<file path="src/hw/rtl/peak_audio_normalizer_macros.svh">
// assertion helpers for the peak normaliser, clocked on clk and held off during reset
`ifndef PEAK_AUDIO_NORMALIZER_MACROS_SVH
`define PEAK_AUDIO_NORMALIZER_MACROS_SVH

`ifndef SYNTHESIS

// same-cycle implication
`define PAN_ASSERT_IMPL(label, ante, cons) \
    label: assert property (@(posedge clk) disable iff (!rst_n) (ante) |-> (cons)) \
        else $error("peak normaliser check failed");

// next-cycle implication
`define PAN_ASSERT_NEXT(label, ante, cons) \
    label: assert property (@(posedge clk) disable iff (!rst_n) (ante) |=> (cons)) \
        else $error("peak normaliser check failed");

`else

`define PAN_ASSERT_IMPL(label, ante, cons)
`define PAN_ASSERT_NEXT(label, ante, cons)

`endif

`endif

</file>
<file path="src/hw/rtl/pan_pkg.sv">
package pan_pkg;

    // sample and register widths
    localparam int SAMPLE_W    = 16;
    localparam int LEVEL_W     = 15;
    localparam int PEAK_W      = 16;
    localparam int CFG_INDEX_W = 8;
    localparam int CFG_DATA_W  = 16;

    // default gain fraction and reset values
    localparam int GAIN_FRAC_BITS_DEF = 16;
    localparam int TARGET_RESET       = 29491;
    localparam int FLOOR_RESET        = 256;

    // register indexes
    localparam logic [CFG_INDEX_W-1:0] REG_TARGET_LEVEL = CFG_INDEX_W'(0);
    localparam logic [CFG_INDEX_W-1:0] REG_QUIET_FLOOR  = CFG_INDEX_W'(1);

    // pass codes
    localparam logic MODE_MEASURE = 1'b0;
    localparam logic MODE_APPLY   = 1'b1;

    typedef enum logic [2:0] {
        ST_IDLE,
        ST_CHECK,
        ST_DIV,
        ST_DONE,
        ST_MUL,
        ST_SAT
    } pan_state_t;

    typedef struct packed {
        logic capture;
        logic measure;
        logic set_unity;
        logic div_load;
        logic div_step;
        logic gain_write;
        logic mul;
        logic emit;
    } pan_cmd_t;

    typedef struct packed {
        logic gain_unity;
        logic div_done;
    } pan_status_t;

endpackage

</file>
<file path="src/hw/rtl/pan_ctrl.sv">
module pan_ctrl
    import pan_pkg::*;
(
    input  logic        clk,
    input  logic        rst_n,
    input  logic        start,
    input  logic        mode,
    input  logic        last,
    input  pan_status_t status,
    output pan_cmd_t    cmd,
    output logic        busy
);

    pan_state_t state_reg;
    pan_state_t state_next;

    // state register
    always_ff @(posedge clk or negedge rst_n)
    begin
        if (!rst_n)
        begin
            state_reg <= ST_IDLE;
        end
        else
        begin
            state_reg <= state_next;
        end
    end

    // next state and commands
    always_comb
    begin
        state_next = state_reg;
        cmd        = '0;
        unique case (state_reg)
            ST_IDLE:
            begin
                if (start)
                begin
                    cmd.capture = 1'b1;
                    if (mode == MODE_APPLY)
                    begin
                        state_next = ST_MUL;
                    end
                    else
                    begin
                        cmd.measure = 1'b1;
                        if (last)
                        begin
                            state_next = ST_CHECK;
                        end
                    end
                end
            end
            ST_CHECK:
            begin
                if (status.gain_unity)
                begin
                    cmd.set_unity = 1'b1;
                    state_next    = ST_IDLE;
                end
                else
                begin
                    cmd.div_load = 1'b1;
                    state_next   = ST_DIV;
                end
            end
            ST_DIV:
            begin
                if (status.div_done)
                begin
                    state_next = ST_DONE;
                end
                else
                begin
                    cmd.div_step = 1'b1;
                end
            end
            ST_DONE:
            begin
                cmd.gain_write = 1'b1;
                state_next     = ST_IDLE;
            end
            ST_MUL:
            begin
                cmd.mul    = 1'b1;
                state_next = ST_SAT;
            end
            ST_SAT:
            begin
                cmd.emit   = 1'b1;
                state_next = ST_IDLE;
            end
            default:
            begin
                state_next = ST_IDLE;
            end
        endcase
    end

    assign busy = (state_reg != ST_IDLE);

endmodule

</file>
<file path="src/hw/rtl/pan_dp.sv">
module pan_dp
    import pan_pkg::*;
#(
    parameter int GAIN_FRAC_BITS = GAIN_FRAC_BITS_DEF
)
(
    input  logic                       clk,
    input  logic                       rst_n,
    input  pan_cmd_t                   cmd,
    output pan_status_t                status,
    input  logic signed [SAMPLE_W-1:0] sample,
    input  logic                       last,
    input  logic                       cfg_valid,
    input  logic [CFG_INDEX_W-1:0]     cfg_index,
    input  logic [CFG_DATA_W-1:0]      cfg_data,
    output logic signed [SAMPLE_W-1:0] scaled_sample,
    output logic                       last_out,
    output logic                       result_valid
);

    localparam int GAIN_W   = GAIN_FRAC_BITS + 7;
    localparam int DIV_W    = LEVEL_W + GAIN_FRAC_BITS;
    localparam int CNT_W    = $clog2(DIV_W + 1);
    localparam int PROD_W   = SAMPLE_W + GAIN_W + 1;
    localparam int SHIFT_W  = PROD_W - GAIN_FRAC_BITS;
    localparam logic [GAIN_W-1:0] GAIN_UNITY = GAIN_W'(1) << GAIN_FRAC_BITS;

    logic [LEVEL_W-1:0]         target_reg;
    logic [LEVEL_W-1:0]         floor_reg;
    logic [PEAK_W-1:0]          peak_reg;
    logic [GAIN_W-1:0]          gain_reg;
    logic signed [SAMPLE_W-1:0] sample_reg;
    logic                       last_reg;
    logic [DIV_W-1:0]           quot_reg;
    logic [PEAK_W-1:0]          rem_reg;
    logic [CNT_W-1:0]           cnt_reg;
    logic signed [PROD_W-1:0]   prod_reg;
    logic signed [SAMPLE_W-1:0] out_reg;
    logic                       last_out_reg;
    logic                       valid_reg;

    logic [SAMPLE_W:0]          sample_ext;
    logic [PEAK_W-1:0]          mag;
    logic [PEAK_W:0]            shifted;
    logic [PEAK_W+1:0]          diff;
    logic [GAIN_W-1:0]          gain_sat;
    logic signed [SHIFT_W-1:0]  scaled;
    logic                       in_range;
    logic signed [SAMPLE_W-1:0] sat_value;

    // magnitude of the incoming sample, the most negative value gives 32768
    assign sample_ext = {sample[SAMPLE_W-1], sample};
    assign mag = sample[SAMPLE_W-1] ? PEAK_W'(-sample_ext) : PEAK_W'(sample_ext);

    // unity gain when peak is zero, below the floor or at or above the target
    assign status.gain_unity = (peak_reg == '0)
                            || (peak_reg < {1'b0, floor_reg})
                            || (peak_reg >= {1'b0, target_reg});
    assign status.div_done   = (cnt_reg == '0);

    // one restoring division step
    assign shifted = {rem_reg, quot_reg[DIV_W-1]};
    assign diff    = {1'b0, shifted} - {2'b00, peak_reg};

    // clamp the quotient to the gain register
    assign gain_sat = (|quot_reg[DIV_W-1:GAIN_W]) ? '1 : quot_reg[GAIN_W-1:0];

    // floor shift and saturation
    assign scaled   = SHIFT_W'(prod_reg >>> GAIN_FRAC_BITS);
    assign in_range = (&scaled[SHIFT_W-1:SAMPLE_W-1]) || !(|scaled[SHIFT_W-1:SAMPLE_W-1]);
    assign sat_value = in_range ? scaled[SAMPLE_W-1:0]
                     : {scaled[SHIFT_W-1], {(SAMPLE_W-1){!scaled[SHIFT_W-1]}}};

    // configuration registers
    always_ff @(posedge clk or negedge rst_n)
    begin
        if (!rst_n)
        begin
            target_reg <= LEVEL_W'(TARGET_RESET);
            floor_reg  <= LEVEL_W'(FLOOR_RESET);
        end
        else if (cfg_valid)
        begin
            if (cfg_index == REG_TARGET_LEVEL)
            begin
                target_reg <= cfg_data[LEVEL_W-1:0];
            end
            else if (cfg_index == REG_QUIET_FLOOR)
            begin
                floor_reg <= cfg_data[LEVEL_W-1:0];
            end
        end
    end

    // peak and gain state
    always_ff @(posedge clk or negedge rst_n)
    begin
        if (!rst_n)
        begin
            peak_reg <= '0;
            gain_reg <= GAIN_UNITY;
        end
        else
        begin
            if (cmd.measure && (mag > peak_reg))
            begin
                peak_reg <= mag;
            end
            if (cmd.set_unity)
            begin
                gain_reg <= GAIN_UNITY;
            end
            if (cmd.gain_write)
            begin
                gain_reg <= gain_sat;
            end
            if (cmd.emit && last_reg)
            begin
                peak_reg <= '0;
                gain_reg <= GAIN_UNITY;
            end
        end
    end

    // divider step counter
    always_ff @(posedge clk or negedge rst_n)
    begin
        if (!rst_n)
        begin
            cnt_reg <= '0;
        end
        else if (cmd.div_load)
        begin
            cnt_reg <= CNT_W'(DIV_W);
        end
        else if (cmd.div_step)
        begin
            cnt_reg <= cnt_reg - 1'b1;
        end
    end

    // divider quotient and remainder
    always_ff @(posedge clk)
    begin
        if (cmd.div_load)
        begin
            quot_reg <= {target_reg, {GAIN_FRAC_BITS{1'b0}}};
            rem_reg  <= '0;
        end
        else if (cmd.div_step)
        begin
            if (!diff[PEAK_W+1])
            begin
                rem_reg  <= diff[PEAK_W-1:0];
                quot_reg <= {quot_reg[DIV_W-2:0], 1'b1};
            end
            else
            begin
                rem_reg  <= shifted[PEAK_W-1:0];
                quot_reg <= {quot_reg[DIV_W-2:0], 1'b0};
            end
        end
    end

    // sample capture, product and result
    always_ff @(posedge clk)
    begin
        if (cmd.capture)
        begin
            sample_reg <= sample;
            last_reg   <= last;
        end
        if (cmd.mul)
        begin
            prod_reg <= sample_reg * $signed({1'b0, gain_reg});
        end
        if (cmd.emit)
        begin
            out_reg      <= sat_value;
            last_out_reg <= last_reg;
        end
    end

    // result strobe
    always_ff @(posedge clk or negedge rst_n)
    begin
        if (!rst_n)
        begin
            valid_reg <= 1'b0;
        end
        else
        begin
            valid_reg <= cmd.emit;
        end
    end

    assign scaled_sample = out_reg;
    assign last_out      = last_out_reg;
    assign result_valid  = valid_reg;

endmodule

</file>
<file path="src/hw/rtl/peak_audio_normalizer.sv">
// Peak normaliser for signed 16-bit PCM. A measure beat (mode 0) gives no result; the
// measure beat marked last also runs a restoring divider, one quotient bit per cycle,
// unless the gain comes out unity, and busy stays high until the new gain is set. An
// apply beat (mode 1) runs through one multiply stage and one shift-and-saturate stage
// while busy is high, and result_valid then pulses for exactly one cycle. The receiver
// cannot stall, so it must take every strobed result.
// The configuration port is always ready; write it only while the block is idle.
`include "peak_audio_normalizer_macros.svh"

module peak_audio_normalizer
    import pan_pkg::*;
#(
    parameter int GAIN_FRAC_BITS = GAIN_FRAC_BITS_DEF
)
(
    input  logic                       clk,
    input  logic                       rst_n,
    input  logic                       start,
    output logic                       busy,
    input  logic                       mode,
    input  logic signed [SAMPLE_W-1:0] sample,
    input  logic                       last,
    input  logic                       cfg_valid,
    output logic                       cfg_ready,
    input  logic [CFG_INDEX_W-1:0]     cfg_index,
    input  logic [CFG_DATA_W-1:0]      cfg_data,
    output logic                       result_valid,
    output logic signed [SAMPLE_W-1:0] scaled_sample,
    output logic                       last_out
);

    pan_cmd_t    cmd;
    pan_status_t status;

    assign cfg_ready = 1'b1;

    // controller
    pan_ctrl u_ctrl (
        .clk    (clk),
        .rst_n  (rst_n),
        .start  (start),
        .mode   (mode),
        .last   (last),
        .status (status),
        .cmd    (cmd),
        .busy   (busy)
    );

    // datapath
    pan_dp #(
        .GAIN_FRAC_BITS (GAIN_FRAC_BITS)
    ) u_dp (
        .clk           (clk),
        .rst_n         (rst_n),
        .cmd           (cmd),
        .status        (status),
        .sample        (sample),
        .last          (last),
        .cfg_valid     (cfg_valid),
        .cfg_index     (cfg_index),
        .cfg_data      (cfg_data),
        .scaled_sample (scaled_sample),
        .last_out      (last_out),
        .result_valid  (result_valid)
    );

    // an apply beat gives its result after the multiply and shift-and-saturate steps
    `PAN_ASSERT_IMPL(a_apply_result, start && !busy && (mode == MODE_APPLY), ##3 result_valid)
    // a plain measure beat leaves the block ready in the next cycle
    `PAN_ASSERT_NEXT(a_measure_free, start && !busy && (mode == MODE_MEASURE) && !last, !busy)
    // results never come in consecutive cycles
    `PAN_ASSERT_NEXT(a_single_strobe, result_valid, !result_valid)
    // a result only follows the shift-and-saturate step
    `PAN_ASSERT_IMPL(a_strobe_source, result_valid, $past(cmd.emit))

endmodule
</file>
<file path="config.mk">
export PLATFORM = sky130hd
export DESIGN_NAME = peak_audio_normalizer
export DESIGN_NICKNAME = d
export VERILOG_FILES = /design/src/hw/rtl/pan_pkg.sv /design/src/hw/rtl/pan_ctrl.sv /design/src/hw/rtl/pan_dp.sv /design/src/hw/rtl/peak_audio_normalizer.sv
export VERILOG_INCLUDE_DIRS = /design/src /design/src/hw/rtl
export SDC_FILE = /design/constraint.sdc
export NUM_CORES = 1
export LEC_CHECK = 0
export BUFFER_PORTS_ARGS = -buffer_cell sky130_fd_sc_hd__buf_2
export CAP_MARGIN = 40
export CORE_MARGIN = 2
export CORE_UTILIZATION = 55
export CTS_CLUSTER_DIAMETER = 60
export CTS_CLUSTER_SIZE = 8
export DETAILED_ROUTE_END_ITERATION = 7
export GPL_TIMING_DRIVEN = 0
export PLACE_DENSITY = 0.72
export RECOVER_POWER = 25
export SETUP_SLACK_MARGIN = 0.05
export SLEW_MARGIN = 20
export SYNTH_ARGS = -nofsm -noshare
export SYNTH_HDL_FRONTEND = slang
export SYNTH_SLANG_ARGS = --single-unit
</file>
<file path="constraint.sdc">
create_clock -name clk -period 16.5 [get_ports clk]
set_input_delay 3.3 -clock clk [delete_from_list [all_inputs] [get_ports clk]]
set_output_delay 3.3 -clock clk [all_outputs]
set_load 0.005 [all_outputs]
</file>
Word level (Yosys, flattened, before mapping)
Index checks and enable logic that the tools add are counted.

Bits in registers: 199. Bits of input ports: 46. Output and inout port bits: 20. Word-level logic and storage cells: 84.

Add/subtract/negate cells: 3. Multipliers: 1. Magnitude comparators: 3. Eq/ne operators: 9. Multiplexer cells: 31. Bitwise logic cells: 1. Reduce and logical (&&, ||, !) cells: 21.

Operators with widths (number): $mux W23 (4); $mux W16 (5); $mux W31 (2); $mul A16 B24 Y40 (1); $sub A17 B16 Y18 (1); $ge A16 B15 Y1 (1); $gt A16 B16 Y1 (1); $logic_not A16 Y1 (1); $lt A16 B15 Y1 (1); $neg A16 Y16 (1); $mux W3 (4); $pmux W3 S4 (1); $mux W5 (2); $mux W1 (9); $reduce_and A9 Y1 (1); $reduce_or A9 Y1 (1); $eq A8 B1 Y1 const B (1); $logic_not A8 Y1 (1); $mux W2 (4); $reduce_or A8 Y1 (1); $eq A3 B2 Y1 const B (2); $eq A3 B3 Y1 const B (2); $reduce_and A3 Y1 (2); $reduce_bool A3 Y1 (2); other kinds (12) (18).

Logic depth before layout (Yosys ltp)
Depth after elaboration: 8. Mapped depth: 24.

Cells and area by module
A second synthesis with hierarchy kept.

Cell total of the unflattened synthesis: 2246. Area, all modules: 21020.2 sq um.

Modules (own cells, without submodules): pan_dp (instances 1, cells an instance 2220, area each 20759.9 sq um); pan_ctrl (instances 1, cells an instance 24, area each 249.0 sq um); peak_audio_normalizer (instances 1, cells an instance 2, area each 11.3 sq um).

Worst setup path before layout
OpenSTA, ideal clock, no wires.

Path kind: in2reg. From: input port sample[0]. To: register u_dp.peak_reg[10]. Library setup time: 0.125 ns. Data arrival time: 6.430 ns. Path slack: 9.945 ns. Stages on the path: 17. Path buffers: 1. Path through: inv_1 ha_1 nand2_1 or3_1 or3_1 nor3_1 nor2_1 xor2_1 ha_1 nor2b_1 o21ai_0 nand2b_1 a21oi_1 o22ai_1 o31ai_2 buf_2 mux2_2.

Cells in the longest elaborated chain, start to end: 5. Elaborated cells on any way between the ends: 7. Those cells by class: 1 x add/sub; 1 x order compare; 3 x mux; 2 x reduce/logical.

Ends and longest elaborated chain: start: declaration (line peak_audio_normalizer.sv:21) `input logic signed [SAMPLE_W-1:0] sample,`; $neg A16 Y16 (line pan_dp.sv:53) `assign mag = sample[SAMPLE_W-1] ? PEAK_W'(-sample_ext) : PEAK_W'(sample_ext);`; $mux W16 * (line pan_dp.sv:53); $gt A16 B16 Y1 (line pan_dp.sv:105) `if (cmd.measure && (mag > peak_reg))`; $logic_and A1 B1 Y1 (line pan_dp.sv:105); $reduce_bool A2 Y1 (no line); end signal: assignment (line pan_dp.sv:107) `peak_reg <= mag;`; end: declaration (line pan_dp.sv:30) `logic [PEAK_W-1:0] peak_reg;`.

Mark *: on every way between the ends. The rest lies on a longest branch, timed or not. The select of a mux whose other input is x is not followed. A chain may end at the register's enable or synchronous reset.

Final worst setup path
From: register u_dp.gain_reg[14]. To: register u_dp.prod_reg[39], data pin.

Cells in the longest elaborated chain, start to end: 1.

Ends and longest elaborated chain: start: declaration (line pan_dp.sv:31) `logic [GAIN_W-1:0] gain_reg;`; start signal: assignment (line pan_dp.sv:115) `gain_reg <= gain_sat;`; $mul A16 B24 Y40 (line pan_dp.sv:175) `prod_reg <= sample_reg * $signed({1'b0, gain_reg});`; end signal: assignment (line pan_dp.sv:175); end: declaration (line pan_dp.sv:37) `logic signed [PROD_W-1:0] prod_reg;`.

No other way between the ends.

==> metrics.txt <==
status=finished, violations left; failing checks=max-capacitance violations, max-slew violations; CTS tree=built; Die ar.=39050 um2; reg2reg start=u_dp.gain_reg[14]$_DFFE_PN0P_; R2R Path End=u_dp.prod_reg[39]$_DFFE_PN_; Crit Path Class=register to register; Post-synth EDFFs=73; RSZ-0062 raised after global routing=no; Slowest Stage Delay on Critical Path=approximately 800 ps; Hold WC Path Type=register to register; Worst Tran Pin Value=roughly 2000 ps; Die H=around 200 um; R2R depth=23; Worst Path Required=16720 ps; CP most frequent cell=fa_1; Longest Clk Path Bufs=2; max_cap viols=2; drt drc=0; CTS Buf Count=17; TritonRoute pass-1 iters=6; Hold Path End=u_dp.last_out$_DFFE_PP_; global placement routability congestion=0.9424; setup TNS=0 ps; Initial Utilization=0.5604; area delta synth->final=7.405%; met3 Usage GRT=0.04934; CTS Hold Bufs=0; initial antenna violation count=0; final critical-path share of the clock period=0.4889; routing usage on met2=0.4846; Critical Path Start=u_dp.gain_reg[14]$_DFFE_PN0P_; post-CTS sizing=0; Syn Nets=about 2700; Synth Cell Area=between 20000 and 25000 um2; Clk pin slew, worst setup/hold paths=around 80 ps; Fin. Hold Viols=0; GRT busiest layer=met2; Post-Syn Instances=approximately 2200; Slowest-stage cell, CP=a211oi_1; register area share after synthesis=0.2328; YS warnings=0; Crit Path Max Fanout=10; clk_lat worst skew=~470 ps; Fmax=124.0 MHz; post-route ant nets=0; Setup crit start kind=register; Via-to-Cell Ratio=5.626; Die Width=197.6 um; Tmin final=8067 ps; HPWL Detailed=approximately 43000 um; Main synth FF type=edfxtp_1; share of cells above drive strength 1=0.06708; reg-to-reg slack, setup=between 8000 and 9000 ps; GRT Util Overall=0.2865; global-route wire length before repair=between 80000 and 90000 um; NumNets Final=roughly 2800; relative slew slack=-0.3098; Vias=approximately 15000; largest net degree at the start of global routing=48; vias in the first global route=approximately 16000; fin. max-slew vios=38; GRT overflow=0; CP Cell Sequence=clkbuf_1 > nand2_1 > fa_1 > inv_1 > fa_1 > inv_1 > fa_1 > inv_1 > fa_1 > fa_1 > inv_1 > fa_1 > inv_1 > ha_1 > nand4_1 > a211oi_1 > nand3_1 > a21boi_0 > nor2_1 > o31ai_1 > or3_1 > a31oi_1 > xnor2_1; wire length per cell=approximately 19 um; Setup Buffers After CTS=0; routing usage on met1=0.3629; I/O Pins=66; Inserted Diodes=0; Largest register FFs=31; post-synthesis average cell area=9.531 um2; # H-tree levels=4; CP arrival=just over 8000 ps; clk_skew=19.63 ps; CTS Root Cell=clkbuf_16; # setup viols final=0; PortBufs=63; Post-synth ARST share=0.4262; FP Rows=70; drt first-iter violations=1254; Num Clock Sinks=183; core area=~37000 um2; synthesized flop and latch total=183; Critical Path End Type=register; Worst Hold Launch=u_dp.last_reg$_DFFE_PP_; Yosys cell types=between 60 and 70; WHS Path Cells=0; Detailed Route WL=~53000 um
-- critical path, delay by kind of cell (launching register included) --
| family | cells | cell delay [ps] |
|---|---|---|
| AO/OA/AOI/OAI | 4 | 1910 |
| adder cells (fa/ha/maj) | 7 | 3380 |
| buffers and inverters | 6 | 830 |
| XOR/XNOR | 1 | 140 |
| AND/OR/NAND/NOR | 5 | 1010 |
| flip-flops | 1 | 550 |
-- cells in the mapped netlist (2+ instances only) --
master / number / area (um2)
o2111ai_1: 3 / 26.28
a211oi_1: 5 / 37.54
a21oi_1: 47 / 235.2
a211o_1: 2 / 17.52
nor2b_1: 8 / 50.05
nand2b_1: 20 / 125.1
and4_1: 2 / 17.52
nand4_1: 16 / 100.1
clkbuf_1: 82 / 307.8
o2bb2ai_1: 34 / 297.8
a21boi_0: 5 / 37.54
o21a_1: 5 / 37.54
xor2_1: 13 / 113.9
nor2_1: 81 / 304.0
edfxtp_1: 73 / 2192
a221o_1: 4 / 40.04
ha_1: 196 / 2452
buf_2: 6 / 30.03
o21ai_0: 72 / 360.4
dfxtp_1: 32 / 640.6
nor4_1: 11 / 68.82
a2111oi_0: 4 / 35.03
or3_1: 7 / 43.79
nand2_1: 293 / 1100
nand3_1: 7 / 35.03
a22o_1: 18 / 157.7
a21o_1: 15 / 112.6
dfstp_2: 11 / 289.0
o21bai_1: 2 / 15.01
o31ai_1: 5 / 37.54
and2_1: 157 / 982.2
mux2i_1: 12 / 120.1
dfrtp_1: 67 / 1677
fa_1: 292 / 5846
inv_1: 435 / 1633
a31oi_1: 7 / 43.79
mux2_2: 31 / 349.1
xnor2_1: 38 / 332.8
nor3_1: 21 / 105.1
or2_2: 3 / 18.77
-- placed cells by master (no fill, tap or decap), types with 6 or more instances in the layout --
cell type  count
inv_1        435
nand2_1      293
fa_1         292
ha_1         196
and2_1       157
clkbuf_1      87
nor2_1        80
o21ai_0       73
edfxtp_1      73
buf_2         70
dfrtp_1       67
a21oi_1       47
xnor2_1       38
o2bb2ai_1     34
dfxtp_1       32
mux2_2        31
nor3_1        21
nand2b_1      20
a22o_1        18
clkbuf_16     17
nand4_1       16
a21o_1        15
xor2_1        13
mux2i_1       12
nor4_1        11
dfstp_2       10
nor2b_1        8
or3_1          7
nand3_1        7
a31oi_1        7
a2111oi_0      6
-- cell type report --
cell class,count,area (um2)
fill,3174,14640
multi-input combinational,1455,13810
sequential,183,4798
inverter,435,1633
tap,468,585.6
clock buffer,17,425.4
timing repair buffer,71,377.9
buffer,90,349.1
clock inverter,15,160.2
-- layer usage --
layer | wire (um) | vias up
li1 | - | 6975
met1 | 20950 | 7664
met2 | 25930 | 598
met3 | 3841 | 145
met4 | 2317 | 0
met5 | 0 | -
-- kinds of logic after synthesis --
family                     Yosys count  synth area share
xor gates and xnor gates            51           0.02167
other                                1         0.0001819
and+or+nand+nor                    631            0.1448
adders and majority gates          488            0.4025
buffers and inverters              525           0.09614
AOI/OAI and AO/OA                  241           0.07915
muxes                               43           0.02276
DFF                                183            0.2328
-- worst max-delay path by stage --
stage                     depth (start not counted)                             to  slack [ps]
final                                            23    u_dp.prod_reg[39]$_DFFE_PN_        8430
after global routing                             23    u_dp.prod_reg[39]$_DFFE_PN_        8200
after CTS                                        23    u_dp.prod_reg[39]$_DFFE_PN_        8450
after detailed placement                         23    u_dp.prod_reg[39]$_DFFE_PN_        8460
after global placement                           23    u_dp.prod_reg[39]$_DFFE_PN_        8500
after floorplan                                  17  u_dp.peak_reg[10]$_DFFE_PN0P_        9950
-- stage by stage --
stage	instances	instance area (um2)	hold slack [ps]	worst slack, ps	util
after floorplan	2163	20610	424.4	9945	-
after global placement	2694	21520	457.9	8499	0.5849
after detailed placement	2701	21620	446.3	8462	0.5877
after CTS	2733	22200	468.8	8446	0.6036
after global routing	2734	22140	469.6	8202	0.6019
final	2734	22140	473.2	8433	0.6019
Power is left out: the tool's default activity adds up to more than one toggle a clock period on the data nets, which glitch-free logic cannot reach.
